**src/rtl/overwriting_ring_with_offset_lookup_assert.svh**
```systemverilog
// Assertion helpers, clocked on clk, off during reset.
`ifndef OVERWRITING_RING_WITH_OFFSET_LOOKUP_ASSERT_SVH
`define OVERWRITING_RING_WITH_OFFSET_LOOKUP_ASSERT_SVH

// Same-cycle implication.
`define ORWOL_ASSERT_NOW(lbl, ante, cons, msg) \
  lbl: assert property (@(posedge clk) disable iff (!rst_n) (ante) |-> (cons)) \
    else $error(msg);

// Next-cycle implication.
`define ORWOL_ASSERT_NEXT(lbl, ante, cons, msg) \
  lbl: assert property (@(posedge clk) disable iff (!rst_n) (ante) |=> (cons)) \
    else $error(msg);

`endif

```
**src/rtl/orwol_pkg.sv**
```systemverilog
package orwol_pkg;

  localparam int SLOTS      = 16;
  localparam int IDX_W      = $clog2(SLOTS);
  localparam int HANDLE_W   = 32;
  localparam int SIZE_W     = 16;
  localparam int OFFSET_W   = 24;
  localparam int SLOT_IDX_W = 4;

  localparam int IN_TDATA_W  = 72;
  localparam int OUT_TDATA_W = 56;

  localparam logic MODE_ADD  = 1'b0;
  localparam logic MODE_FIND = 1'b1;

  typedef logic [IDX_W-1:0] idx_t;

  typedef enum logic [2:0] {
    ST_IDLE,
    ST_ADD,
    ST_FETCH,
    ST_CHECK,
    ST_RESP
  } st_t;

  typedef struct packed {
    logic                we;
    idx_t                addr;
    logic [HANDLE_W-1:0] handle;
    logic [SIZE_W-1:0]   size;
  } mem_wr_t;

  typedef struct packed {
    logic                  found;
    logic [SLOT_IDX_W-1:0] slot_index;
    logic [HANDLE_W-1:0]   found_handle;
    logic [SIZE_W-1:0]     byte_offset;
  } res_t;

  function automatic idx_t next_slot(idx_t p);
    return (p == idx_t'(SLOTS - 1)) ? '0 : p + idx_t'(1);
  endfunction

endpackage

```
**src/rtl/orwol_store.sv**
```systemverilog
module orwol_store (
  input  logic                            clk,
  input  orwol_pkg::mem_wr_t              wr,
  input  orwol_pkg::idx_t                 rd_addr,
  output logic [orwol_pkg::HANDLE_W-1:0]  rd_handle,
  output logic [orwol_pkg::SIZE_W-1:0]    rd_size
);

  logic [orwol_pkg::HANDLE_W-1:0] handle_mem_r [orwol_pkg::SLOTS];
  logic [orwol_pkg::SIZE_W-1:0]   size_mem_r   [orwol_pkg::SLOTS];
  logic [orwol_pkg::HANDLE_W-1:0] rd_handle_r;
  logic [orwol_pkg::SIZE_W-1:0]   rd_size_r;

  always_ff @(posedge clk) begin
    if (wr.we) begin
      handle_mem_r[wr.addr] <= wr.handle;
      size_mem_r[wr.addr]   <= wr.size;
    end
    rd_handle_r <= handle_mem_r[rd_addr];
    rd_size_r   <= size_mem_r[rd_addr];
  end

  assign rd_handle = rd_handle_r;
  assign rd_size   = rd_size_r;

endmodule

```
**src/rtl/orwol_seq.sv**
```systemverilog
`include "overwriting_ring_with_offset_lookup_assert.svh"

module orwol_seq (
  input  logic                            clk,
  input  logic                            rst_n,
  input  logic                            in_valid,
  output logic                            in_ready,
  input  logic                            in_mode,
  input  logic [orwol_pkg::HANDLE_W-1:0]  in_handle,
  input  logic [orwol_pkg::SIZE_W-1:0]    in_size,
  input  logic [orwol_pkg::OFFSET_W-1:0]  in_offset,
  output orwol_pkg::mem_wr_t              mem_wr,
  output orwol_pkg::idx_t                 rd_addr,
  input  logic [orwol_pkg::HANDLE_W-1:0]  rd_handle,
  input  logic [orwol_pkg::SIZE_W-1:0]    rd_size,
  output logic                            res_valid,
  input  logic                            res_ready,
  output orwol_pkg::res_t                 res
);

  orwol_pkg::st_t state_r, state_nxt;

  logic [orwol_pkg::HANDLE_W-1:0] handle_r;
  logic [orwol_pkg::SIZE_W-1:0]   size_r;
  logic [orwol_pkg::OFFSET_W-1:0] off_r;
  orwol_pkg::idx_t                idx_r;
  orwol_pkg::idx_t                cnt_r;
  orwol_pkg::idx_t                wr_ptr_r;
  orwol_pkg::idx_t                rd_ptr_r;
  logic [orwol_pkg::SLOTS-1:0]    occ_r;
  orwol_pkg::res_t                res_r;

  logic                           empty;
  logic                           fits;
  logic                           last;
  logic                           stop;
  logic                           full;
  logic [orwol_pkg::OFFSET_W-1:0] size_ext;
  logic [orwol_pkg::OFFSET_W-1:0] diff;

  // shared compare/subtract unit, one slot per cycle
  assign size_ext = orwol_pkg::OFFSET_W'(rd_size);
  assign empty    = !occ_r[idx_r] || (rd_size == '0);
  assign fits     = off_r < size_ext;
  assign diff     = off_r - size_ext;
  assign last     = cnt_r == orwol_pkg::idx_t'(orwol_pkg::SLOTS - 1);
  assign stop     = empty || fits || last;
  assign full     = occ_r[rd_ptr_r] && (rd_ptr_r == wr_ptr_r);

  always_comb begin
    state_nxt = state_r;
    unique case (state_r)
      orwol_pkg::ST_IDLE: begin
        if (in_valid) begin
          state_nxt = (in_mode == orwol_pkg::MODE_ADD) ? orwol_pkg::ST_ADD
                                                       : orwol_pkg::ST_FETCH;
        end
      end
      orwol_pkg::ST_ADD:   state_nxt = orwol_pkg::ST_RESP;
      orwol_pkg::ST_FETCH: state_nxt = orwol_pkg::ST_CHECK;
      orwol_pkg::ST_CHECK: begin
        if (stop) begin
          state_nxt = orwol_pkg::ST_RESP;
        end
      end
      orwol_pkg::ST_RESP: begin
        if (res_ready) begin
          state_nxt = orwol_pkg::ST_IDLE;
        end
      end
      default: state_nxt = orwol_pkg::ST_IDLE;
    endcase
  end

  always_comb begin
    in_ready  = (state_r == orwol_pkg::ST_IDLE);
    res_valid = (state_r == orwol_pkg::ST_RESP);
    res       = res_r;
    // prefetch the next slot while the current one is checked
    rd_addr   = (state_r == orwol_pkg::ST_CHECK) ? orwol_pkg::next_slot(idx_r) : idx_r;
    mem_wr.we     = (state_r == orwol_pkg::ST_ADD);
    mem_wr.addr   = wr_ptr_r;
    mem_wr.handle = handle_r;
    mem_wr.size   = size_r;
  end

  always_ff @(posedge clk) begin
    if (!rst_n) begin
      state_r  <= orwol_pkg::ST_IDLE;
      wr_ptr_r <= '0;
      rd_ptr_r <= '0;
      occ_r    <= '0;
    end else begin
      state_r <= state_nxt;
      if (state_r == orwol_pkg::ST_ADD) begin
        occ_r[wr_ptr_r] <= (handle_r != '0);
        wr_ptr_r        <= orwol_pkg::next_slot(wr_ptr_r);
        if (full) begin
          rd_ptr_r <= orwol_pkg::next_slot(rd_ptr_r);
        end
      end
    end
  end

  always_ff @(posedge clk) begin
    if (state_r == orwol_pkg::ST_IDLE && in_valid) begin
      handle_r <= in_handle;
      size_r   <= in_size;
      off_r    <= in_offset;
      idx_r    <= rd_ptr_r;
      cnt_r    <= '0;
    end
    if (state_r == orwol_pkg::ST_ADD) begin
      res_r <= '0;
    end
    if (state_r == orwol_pkg::ST_CHECK) begin
      priority if (empty) begin
        res_r <= '0;
      end else if (fits) begin
        res_r.found        <= 1'b1;
        res_r.slot_index   <= orwol_pkg::SLOT_IDX_W'(idx_r);
        res_r.found_handle <= rd_handle;
        res_r.byte_offset  <= off_r[orwol_pkg::SIZE_W-1:0];
      end else if (last) begin
        res_r <= '0;
      end else begin
        off_r <= diff;
        idx_r <= orwol_pkg::next_slot(idx_r);
        cnt_r <= cnt_r + orwol_pkg::idx_t'(1);
      end
    end
  end

  `ORWOL_ASSERT_NOW(a_idle_no_res, state_r == orwol_pkg::ST_IDLE, !res_valid, "result while idle")
  `ORWOL_ASSERT_NEXT(a_add_moves_wr, state_r == orwol_pkg::ST_ADD, wr_ptr_r != $past(wr_ptr_r), "write pointer stuck")
  `ORWOL_ASSERT_NEXT(a_rd_only_on_add, state_r != orwol_pkg::ST_ADD, $stable(rd_ptr_r), "read pointer moved")
  `ORWOL_ASSERT_NOW(a_found_occupied, res_valid && res.found, res.found_handle != '0, "hit on empty slot")

endmodule

```
**src/rtl/overwriting_ring_with_offset_lookup.sv**
```systemverilog
// Ring of SLOTS entries (handle, byte size) that overwrites the oldest entry
// when full, with lookup of a byte offset across all stored entries. One item
// at a time: an add goes from acceptance through ST_ADD to the result; a find
// goes through ST_FETCH and then one ST_CHECK step per slot visited, at most
// SLOTS, walked by a single compare/subtract unit on the single-read-port slot
// memory one entry per cycle from the oldest. The result sits in an output
// register, so the next item is taken while it waits. Slots are marked empty
// by reset at once; there is no clearing pass.
module overwriting_ring_with_offset_lookup (
  input  logic                                clk,
  input  logic                                rst_n,
  input  logic                                in_tvalid,
  output logic                                in_tready,
  // entry_handle[31:0], entry_size[47:32], lookup_offset[71:48]
  input  logic [orwol_pkg::IN_TDATA_W-1:0]    in_tdata,
  // mode
  input  logic                                in_tuser,
  output logic                                out_tvalid,
  input  logic                                out_tready,
  // slot_index[3:0], found_handle[35:4], byte_offset[51:36], zero pad
  output logic [orwol_pkg::OUT_TDATA_W-1:0]   out_tdata,
  // found
  output logic                                out_tuser
);

  orwol_pkg::mem_wr_t             mem_wr;
  orwol_pkg::idx_t                rd_addr;
  logic [orwol_pkg::HANDLE_W-1:0] rd_handle;
  logic [orwol_pkg::SIZE_W-1:0]   rd_size;
  logic                           res_valid;
  logic                           res_ready;
  orwol_pkg::res_t                res;
  logic                           out_valid_r;
  orwol_pkg::res_t                out_res_r;

  orwol_store u_store (
    .clk       (clk),
    .wr        (mem_wr),
    .rd_addr   (rd_addr),
    .rd_handle (rd_handle),
    .rd_size   (rd_size)
  );

  orwol_seq u_seq (
    .clk       (clk),
    .rst_n     (rst_n),
    .in_valid  (in_tvalid),
    .in_ready  (in_tready),
    .in_mode   (in_tuser),
    .in_handle (in_tdata[31:0]),
    .in_size   (in_tdata[47:32]),
    .in_offset (in_tdata[71:48]),
    .mem_wr    (mem_wr),
    .rd_addr   (rd_addr),
    .rd_handle (rd_handle),
    .rd_size   (rd_size),
    .res_valid (res_valid),
    .res_ready (res_ready),
    .res       (res)
  );

  assign res_ready = !out_valid_r || out_tready;

  always_ff @(posedge clk) begin
    if (!rst_n) begin
      out_valid_r <= 1'b0;
    end else if (res_valid && res_ready) begin
      out_valid_r <= 1'b1;
    end else if (out_tready) begin
      out_valid_r <= 1'b0;
    end
  end

  always_ff @(posedge clk) begin
    if (res_valid && res_ready) begin
      out_res_r <= res;
    end
  end

  assign out_tvalid = out_valid_r;
  assign out_tuser  = out_res_r.found;
  assign out_tdata  = {4'b0, out_res_r.byte_offset, out_res_r.found_handle,
                       out_res_r.slot_index};

endmodule
```
**config.mk**
```make
export PLATFORM = sky130hd
export DESIGN_NAME = overwriting_ring_with_offset_lookup
export DESIGN_NICKNAME = d
export VERILOG_FILES = /design/src/rtl/orwol_pkg.sv /design/src/rtl/orwol_store.sv /design/src/rtl/orwol_seq.sv /design/src/rtl/overwriting_ring_with_offset_lookup.sv
export VERILOG_INCLUDE_DIRS = /design/src /design/src/rtl
export SDC_FILE = /design/constraint.sdc
export NUM_CORES = 1
export LEC_CHECK = 0
export BUFFER_PORTS_ARGS = -buffer_cell sky130_fd_sc_hd__buf_2
export CORE_MARGIN = 2
export CORE_UTILIZATION = 69
export CTS_BUF_LIST = sky130_fd_sc_hd__clkbuf_8
export CTS_CLUSTER_SIZE = 28
export DETAILED_ROUTE_END_ITERATION = 8
export PLACE_DENSITY = 0.85
export SYNTH_ARGS = -nofsm -noshare
export SYNTH_HDL_FRONTEND = slang
export SYNTH_HIERARCHICAL = 1
export SYNTH_SLANG_ARGS = --single-unit
export TNS_END_PERCENT = 100
```
**constraint.sdc**
```tcl
create_clock -name clk -period 10.4 [get_ports clk]
set_clock_uncertainty 0.2 [all_clocks]
set_input_delay 0.52 -clock clk [delete_from_list [all_inputs] [get_ports clk]]
set_output_delay 0.52 -clock clk [all_outputs]
set_load 0.05 [all_outputs]
```
======== After elaboration in Yosys (flattened, before gate mapping) ========
Memories as Yosys holds them, arrays and structs flattened. A register that Yosys moved wholly into a read port is not among the register bits.
Index checks and enable logic that the tools add are counted.
storage, ports and cells
  RAM bits ................................ 768
  logic and storage cells ................. 98
  input bits .............................. 77
  flip-flop bits (word level) ............. 214
  memories ................................ 2
  output and inout port bits .............. 59
operators by class
  equality and inequality tests ........... 12
  multiplexer cells ....................... 40
  order comparisons ....................... 5
  reduce and logical (&&, ||, !) cells .... 16
  add/subtract/negate cells ............... 5
memory list
  name                  depth  width  rd ports  clocked after memory_dff  wr ports  line               source
  u_store.handle_mem_r  16     32     1         1                         1         orwol_store.sv:9   logic [orwol_pkg::HANDLE_W-1:0] handle_mem_r [orwol_pkg::SLOTS];
  u_store.size_mem_r    16     16     1         1                         1         orwol_store.sv:10  logic [orwol_pkg::SIZE_W-1:0] size_mem_r [orwol_pkg::SLOTS];
operator list
  kind                   number
  $mux W53               5
  $mux W24               5
  $mux W4                14
  $reduce_bool A32 Y1    1
  $lt A24 B16 Y1         1
  $sub A24 B16 Y24       1
  $add A4 B1 Y4 const B  4
  $bwmux W16             1
  $eq A4 B4 Y1 const B   4
  $logic_not A16 Y1      1
  $lt A4 B5 Y1 const B   3
  $pmux W3 S5            1
  $mux W3                3
  $bmux W1 S4            2
  $mux W1                7
  $eq A3 B2 Y1 const B   2
  $demux W1 S4           1
  $eq A4 B4 Y1           1
  $ge A4 B1 Y1 const B   1
  $logic_and A1 B1 Y1    4
  $logic_or A1 B1 Y1     4
  $ne A2 B1 Y1 const B   2
  $eq A3 B1 Y1 const B   1
  $eq A3 B3 Y1 const B   1
  7 further kinds        8

======== Longest topological paths before layout ========
Gate-level depths: netlist (run 1).
  word-level depth ........................ 8
  mapped depth ............................ 13

======== Hierarchy ========
Netlist (run 1), hierarchy kept.
modules (own cells, without submodules)
  module                               cells each  times used  area each (um^2)
  orwol_store                          1242        1           29694.7
  orwol_seq                            690         1           7238.2
  overwriting_ring_with_offset_lookup  63          1           1682.9

======== Worst setup path after synthesis (run 1) ========
OpenSTA, ideal clock, no wires.
  path kind ............................... register to register
  start ................................... register u_seq.state_r[0]
  end ..................................... memory u_store/handle_mem_r[0][0] (netlist bit), enable pin
  setup time .............................. 0.513 ns
  arrival time ............................ 4.886 ns
  slack ................................... 4.801 ns
  stages on the path, launching flop included .. 6
  period minus slack after synthesis ...... 5.599 ns
  path buffers ............................ 2
  cells stage by stage .................... dfxtp_1 > buf_2 > nor3b_1 > clkbuf_1 > or3b_2 > nor3_1
RTL lines
  item                      line              source
  start: declaration        orwol_seq.sv:21   orwol_pkg::st_t state_r, state_nxt;
  start signal: assignment  orwol_seq.sv:89   state_r <= orwol_pkg::ST_IDLE;
  start signal: assignment  orwol_seq.sv:94   state_r <= state_nxt;
  end: declaration          orwol_store.sv:9

======== Final worst setup path (run 1) ========
  start ................................... register u_seq.state_r[0]
  end ..................................... register u_store.rd_size_r, in the netlist u_store/rd_size[2] (read register of u_store.size_mem_r)
between the ends
  longest elaborated chain between the ends .. 2
RTL lines
  item                  line                                       source
  $eq A3 B2 Y1          orwol_seq.sv:80                            rd_addr = (state_r == orwol_pkg::ST_CHECK) ? orwol_pkg::next_slot(idx_r) : idx_r;
  $mux W4               orwol_seq.sv:80
  named net rd_addr[1]  overwriting_ring_with_offset_lookup.sv:27  orwol_pkg::idx_t rd_addr;
  end: declaration      orwol_store.sv:12                          logic [orwol_pkg::SIZE_W-1:0] rd_size_r;
The timed path passes the listed nets, and every way through them passes these cells.
A chain may end at the register's enable or synchronous reset.

==> results_dict.tcl, run 1 <==
set metrics [dict create \
    synth_seq_cells 1030 \
    nets 2390 \
    htreeDepth 4 \
    fin_crit_sh_pct 37.37 \
    critPathTopFamily "buffers and inverters" \
    gp_congestion 0.8842 \
    drt_iter0_drc 2529 \
    cp_slowest_cell "buf_4" \
    slowest_delay_ns 0.99 \
    grt_max_degree 123 \
    firstDrtPassIters 8 \
    p_total_mw 8.534 \
    clockBufferDepth 3 \
    ir_drop_mv 0.1346 \
    dpl-instance-area_mm2 0.04006 \
    fp.dieW_um 240.6 \
    crit_path_max_fanout 78 \
    end_kind "register" \
    synth-edff-count 869 \
    fmax_ghz 0.2573 \
    drive_gt1_share_pct 24.77 \
    hold_viol 0 \
    hp-class "input port to register" \
    synth_cell_types 72 \
    slew_violations 0 \
    post_drt_wl_per_cell_um 28.64 \
    area_growth_pct 13.21 \
    vias 21190 \
    postLayoutCellArea_mm2 0.04372 \
    clk_pin_slew_ns 0.07 \
    yosysSeqAreaShare_pct 75.92 \
    required_ns 10.87 \
    finalCriticalPeriod_ns 3.886 \
    cts_sinks 1030 \
    power_density_mw_per_mm2 195.2 \
    rsz0062_at_grt "no" \
    crit_chain "nand3b_1, inv_1, nand2_1, nand2_4, buf_4, mux4_2, a22oi_1, nand2_1" \
    finalSetupViolCount 0 \
    yosys.area.top_type "edfxtp_1" \
    cts_root_buf "clkbuf_8" \
    track_usage_pct 32.37 \
    yosys-top-cells-area "edfxtp_1 68%, mux4_2 12%, dfxtp_1 8.3%, a22oi_1 1.9%, nand2_1 1.2%" \
    cts_tree "yes" \
    syn-mean-instance-area_um2 19.36 \
    drc_errors 0 \
    cts.repair.resized 0 \
    max_cap_viol_count 0 \
    worstPathArrival_ns 4.35 \
    netlist_area_mm2 0.03862 \
    io_pins 136 \
    drtAntennaViolNets 0 \
    synthArstFlopShare_pct 0 \
    antenna_found_initial 1 \
    fill_cells 2634 \
    worstMarginPinSlew_ns 1.142 \
    io_buffers 131 \
    status "finished, final reports clean" \
    p_leak_nw 14.81 \
    path_class "register to register" \
    crit_path_start_kind "register" \
    ys.flop_type "edfxtp_1" \
    grt_pass1_vias 21540 \
    die_y_um 240.6 \
    synth_warnings 6 \
    yosys-top-cells-count "869 x edfxtp_1, 200 x mux4_2, 161 x dfxtp_1" \
    cts_setup_buffers 0 \
    cts_buffers 153 \
    rows 86 \
    slew_headroom_pct 23.57 \
    worst_skew_pair.late_latency_ns 0.82 \
    finalSetupTns_ns 0 \
    core_mm2 0.05520 \
    vias_per_cell 6.698 \
    dp_hpwl_um 45590 \
    cts_hold_buffers 79 \
    die_area_mm2 0.05787 \
    synth.most_common_cell "edfxtp_1" \
    grt_pass1_wl_um 133000 \
    drt-total-wl_um 90580 \
    postSynthCellCount 1995 \
    crit_top_cell "nand2_1" \
    initial_core_util_pct 69.96 \
    crit_buf_inv 2 \
    yosysTopAreaCellShare_pct 67.58 \
    overflow 0 \
]
==> placed cells by master, fill, tap and decap left out, types with 29 or more instances in the layout <==
cell type / instances
edfxtp_1: 869
mux4_2: 200
clkbuf_8: 171
dfxtp_1: 161
buf_2: 131
nand2_1: 123
a22oi_1: 97
inv_1: 90
dlygate4sd3_1: 79
a22o_1: 52
nor2_1: 46
buf_4: 31
a21oi_1: 29
==> layout make-up <==
type / count / area (um^2) / area share (%)
sequential: 1030 / 29320 / 67.06
multi-input combinational: 835 / 8791 / 20.11
clock buffer: 171 / 2354 / 5.383
timing repair buffer: 242 / 1699 / 3.887
tap: 748 / 935.9 / 2.141
clock inverter: 109 / 515.5 / 1.179
inverter: 27 / 102.6 / 0.2347
antenna: 1 / 2.502 / 0.005724
==> where the power goes <==
group	total [mW]	switching (mW)	internal [mW]
combinational	0.698	0.415	0.284
sequential	4.76	0.142	4.62
clock	3.07	1.51	1.56
total	8.53	2.07	6.46
==> cells by family after synthesis <==
family	Yosys count	share of synthesized area (%)
AO/OA/AOI/OAI	278	5.421
adder cells (fa/ha/maj)	24	0.7971
XOR/XNOR	16	0.3629
buffers and inverters	133	1.733
flip-flops	1030	75.92
other	1	0.009711
multiplexers	215	12.07
AND/OR/NAND/NOR	298	3.684
==> per-stage QoR <==
step,instances,util (%),hold slack [ns],worst slack [ns]
after floorplan,1998,-,0.2090,4.801
after global placement,2803,72.56,0.2216,6.634
after detailed placement,2803,72.56,0.2183,6.516
after CTS,3162,79.19,0.1458,6.502
after global routing,3163,79.20,0.1766,6.181
final,3163,79.20,0.2107,6.514
==> path summary, 6_finish.rpt <==
kind	from	to	slack, ns	depth (start not counted)
worst max-delay path	u_seq/state_r[0]$_SDFFE_PN0P_	u_store/rd_size[2]$_DFF_P_	6.51	8
worst min-delay path	in_tdata[11]	u_seq/handle_r[11]$_DFFE_PP_	0.21	2
worst max register to register	u_seq/state_r[0]$_SDFFE_PN0P_	u_store/rd_size[2]$_DFF_P_	6.51	8
worst min register to register	u_seq/res[2]$_DFF_P_	out_tdata[38]$_DFFE_PP_	0.24	0
==> routing by layer <==
layer | track usage [%] | part of all wire [%] | wire [um]
met2 | 52.41 | 49 | 44730
met3 | 7.675 | 12 | 10530
met1 | 43.58 | 36 | 32430
met4 | 12.59 | 3.2 | 2888
met5 | 0 | 0 | 0
==> flip-flops by register name, summed over array words and instances (netlist names), 3 cells and up <==
register              cells
u_store/size_mem_r      256
u_seq/off_r              24
u_store/handle_mem_r    512
u_store/rd_size          16
u_seq/rd_ptr_r            4
out_tdata                52
u_seq/cnt_r               4
u_store/rd_handle        32
u_seq/idx_r               4
u_seq/handle_r           32
u_seq/occ_r              16
u_seq/size_r             16
u_seq/res                53
u_seq/wr_ptr_r            4
u_seq/state_r             3
Power figures use the tool's default switching activity.
==> run 2, diff against run 1 <==
--- a/config.mk
+++ b/config.mk
@@ -8,11 +8,11 @@
 export LEC_CHECK = 0
 export BUFFER_PORTS_ARGS = -buffer_cell sky130_fd_sc_hd__buf_2
 export CORE_MARGIN = 2
-export CORE_UTILIZATION = 69
+export CORE_UTILIZATION = 64
 export CTS_BUF_LIST = sky130_fd_sc_hd__clkbuf_8
 export CTS_CLUSTER_SIZE = 28
 export DETAILED_ROUTE_END_ITERATION = 8
-export PLACE_DENSITY = 0.85
+export PLACE_DENSITY = 0.8
 export SYNTH_ARGS = -nofsm -noshare
 export SYNTH_HDL_FRONTEND = slang
 export SYNTH_HIERARCHICAL = 1
==> constraint.sdc (replaced) <==
create_clock -name clk -period 3.7 [get_ports clk]
set_clock_uncertainty 0.2 [all_clocks]
set_input_delay 0.185 -clock clk [delete_from_list [all_inputs] [get_ports clk]]
set_output_delay 0.185 -clock clk [all_outputs]
set_load 0.05 [all_outputs]
==> results_dict.tcl, run 2 (synthesized netlist as in run 1, its figures left out) <==
set metrics [dict create \
    end_kind "register" \
    io_pins 136 \
    post_drt_wl_per_cell_um 27.19 \
    hp-class "input port to register" \
    rows 90 \
    drtAntennaViolNets 0 \
    worstHoldPathCells 5 \
    path_class "register to register" \
    drive_gt1_share_pct 25.15 \
    pwr-share-comb_pct 9.0 \
    p_total_mw 24.29 \
    vias_per_cell 6.428 \
    p_clk_share_pct 35.9 \
    core_mm2 0.06002 \
    crit_path_max_fanout 19 \
    fp.dieW_um 249.6 \
    p_int_mw 18.42 \
    largest-register "u_store/handle_mem_r" \
    final_common_cell "edfxtp_1" \
    rrSetupSlack_ns 0.05 \
    top_usage_layer "met2" \
    die_y_um 249.6 \
    holdPathEnd "u_seq/state_r[0]$_SDFFE_PN0P_" \
    largest_reg_flops 512 \
    cp_slowest_cell "dlygate4sd3_1" \
    nets 2515 \
    track_usage_pct 29.63 \
    min_from "in_tuser" \
    seq_power_share_pct 55.1 \
    use_met3_pct 6.936 \
    grt_pass1_wl_um 134500 \
    initial_core_util_pct 64.34 \
    htreeDepth 4 \
    max_cap_viol_count 0 \
    required_ns 4.26 \
    r2r_end "u_seq/off_r[21]$_DFF_P_" \
    p_sw_share_pct 24.14 \
    crit_chain "inv_1, ha_1, fa_1, nor2b_1, o31ai_1, a211o_1, and3_1, a21oi_4, buf_6, mux2i_1, o221a_2, dlygate4sd3_1" \
    finalSetupTns_ns 0 \
    grt_max_degree 69 \
    final_cell_mix "869 x edfxtp_1, 200 x mux4_2, 176 x clkbuf_8" \
    cts_tree "yes" \
    crit_path_start_kind "register" \
    drt-total-wl_um 90370 \
    ir_drop_mv 0.3912 \
    drt_iter0_drc 2391 \
    dp_hpwl_um 47790 \
    die_area_mm2 0.06232 \
    worstPathArrival_ns 4.21 \
    io_buffers 131 \
    p_switching_mw 5.863 \
    slowest_delay_ns 0.57 \
    overflow 0 \
    fin_crit_sh_pct 98.64 \
    vias 21370 \
    use_met1_pct 40.23 \
    area_growth_pct 17.20 \
    antenna_found_initial 0 \
    gp_congestion 0.8889 \
    timing.rr.start "u_seq/off_r[0]$_DFF_P_" \
    drc_errors 0 \
    clk_pin_slew_ns 0.06 \
    firstDrtPassIters 6 \
    cts_sinks 1030 \
    finalSetupViolCount 0 \
    hold_viol 0 \
    status "finished, final reports clean" \
    grt_pass1_vias 21870 \
    power_density_mw_per_mm2 536.6 \
    slew_headroom_pct 38.11 \
    fmax_ghz 0.2740 \
    cts_root_buf "clkbuf_8" \
    met2_usage_pct 48.22 \
    slew_violations 0 \
    clockBufferDepth 3 \
    finalCriticalPeriod_ns 3.650 \
    worstMarginPinSlew_ns 0.9283 \
    r2r_cells 12 \
    p_leak_nw 15.49 \
    cts_buffers 156 \
    worst_skew_pair.late_latency_ns 0.84 \
]
-- run 2: layout make-up --
class                   count  area (um^2)
fillers                  3058        14760
multi-input cells         835         8830
diodes                      1        2.502
inverters                  27        102.6
repair buffers            364         3105
flip-flops and latches   1030        29320
clock buffers             176         2422
well taps                 782        978.4
clock inverters           109        498.0
-- run 2: how the worst max path moves through the flow --
stage                                        startpoint                              endpoint  slack, ns
after floorplan           u_seq/state_r[0]$_SDFFE_PN0P_  u_store/handle_mem_r[1][0]$_DFFE_PP_      -0.60
after global placement           u_seq/idx_r[0]$_DFF_P_                u_seq/idx_r[2]$_DFF_P_       0.48
final                            u_seq/off_r[0]$_DFF_P_               u_seq/off_r[21]$_DFF_P_       0.05
after detailed placement         u_seq/idx_r[0]$_DFF_P_                u_seq/idx_r[2]$_DFF_P_       0.42
after CTS                        u_seq/off_r[0]$_DFF_P_               u_seq/off_r[21]$_DFF_P_       0.05
after global routing        u_store/rd_size[12]$_DFF_P_               u_seq/off_r[21]$_DFF_P_      -0.01
-- run 2: critical path: cells and delay by family (launching register included) --
kind,cells,cell delay (ns)
multiplexers,1,0.25
adder cells (fa/ha/maj),2,0.61
buffers and inverters,3,0.85
AND/OR/NAND/NOR,2,0.42
AO/OA/AOI/OAI,4,0.93
flip-flops,1,0.33
-- run 2: metrics by stage --
step / hold WS [ns] / instances / cell area [um^2] / worst slack [ns] / util (%)
2_1_floorplan: 0.08387 / 1998 / 38690 / -0.5963 / -
6_report: 0.08550 / 3324 / 45260 / 0.05032 / 75.40
4_1_cts: 0.04151 / 3320 / 45210 / 0.04948 / 75.32
3_5_place_dp: 0.1631 / 2873 / 40670 / 0.4162 / 67.76
5_1_grt: 0.1171 / 3323 / 45250 / -0.01110 / 75.40
3_3_place_gp: 0.1611 / 2873 / 40670 / 0.4847 / 67.76
-- run 2: power by group through the flow --
stage                     clock network, mW  logic, mW  registers, mW
final                                  8.73       2.18           13.4
after global routing                   9.32       2.35           13.4
after CTS                              8.76       2.13           13.4
after detailed placement                  0       1.94           13.6
after global placement                    0       1.89           13.6
after floorplan                           0       1.37           13.5
-- run 2: timing repair --
action,in CTS,in global routing
resized for setup,0,7
setup endpoints to repair,0,6
buffers inserted,0,3
hold buffers,162,0
hold endpoints to repair,108,0
-- run 2: layer usage --
metal	part of all wire [%]	wire length, um
met2	50	45290
met1	37	33190
met3	10	9450
met4	2.7	2435
met5	0	0
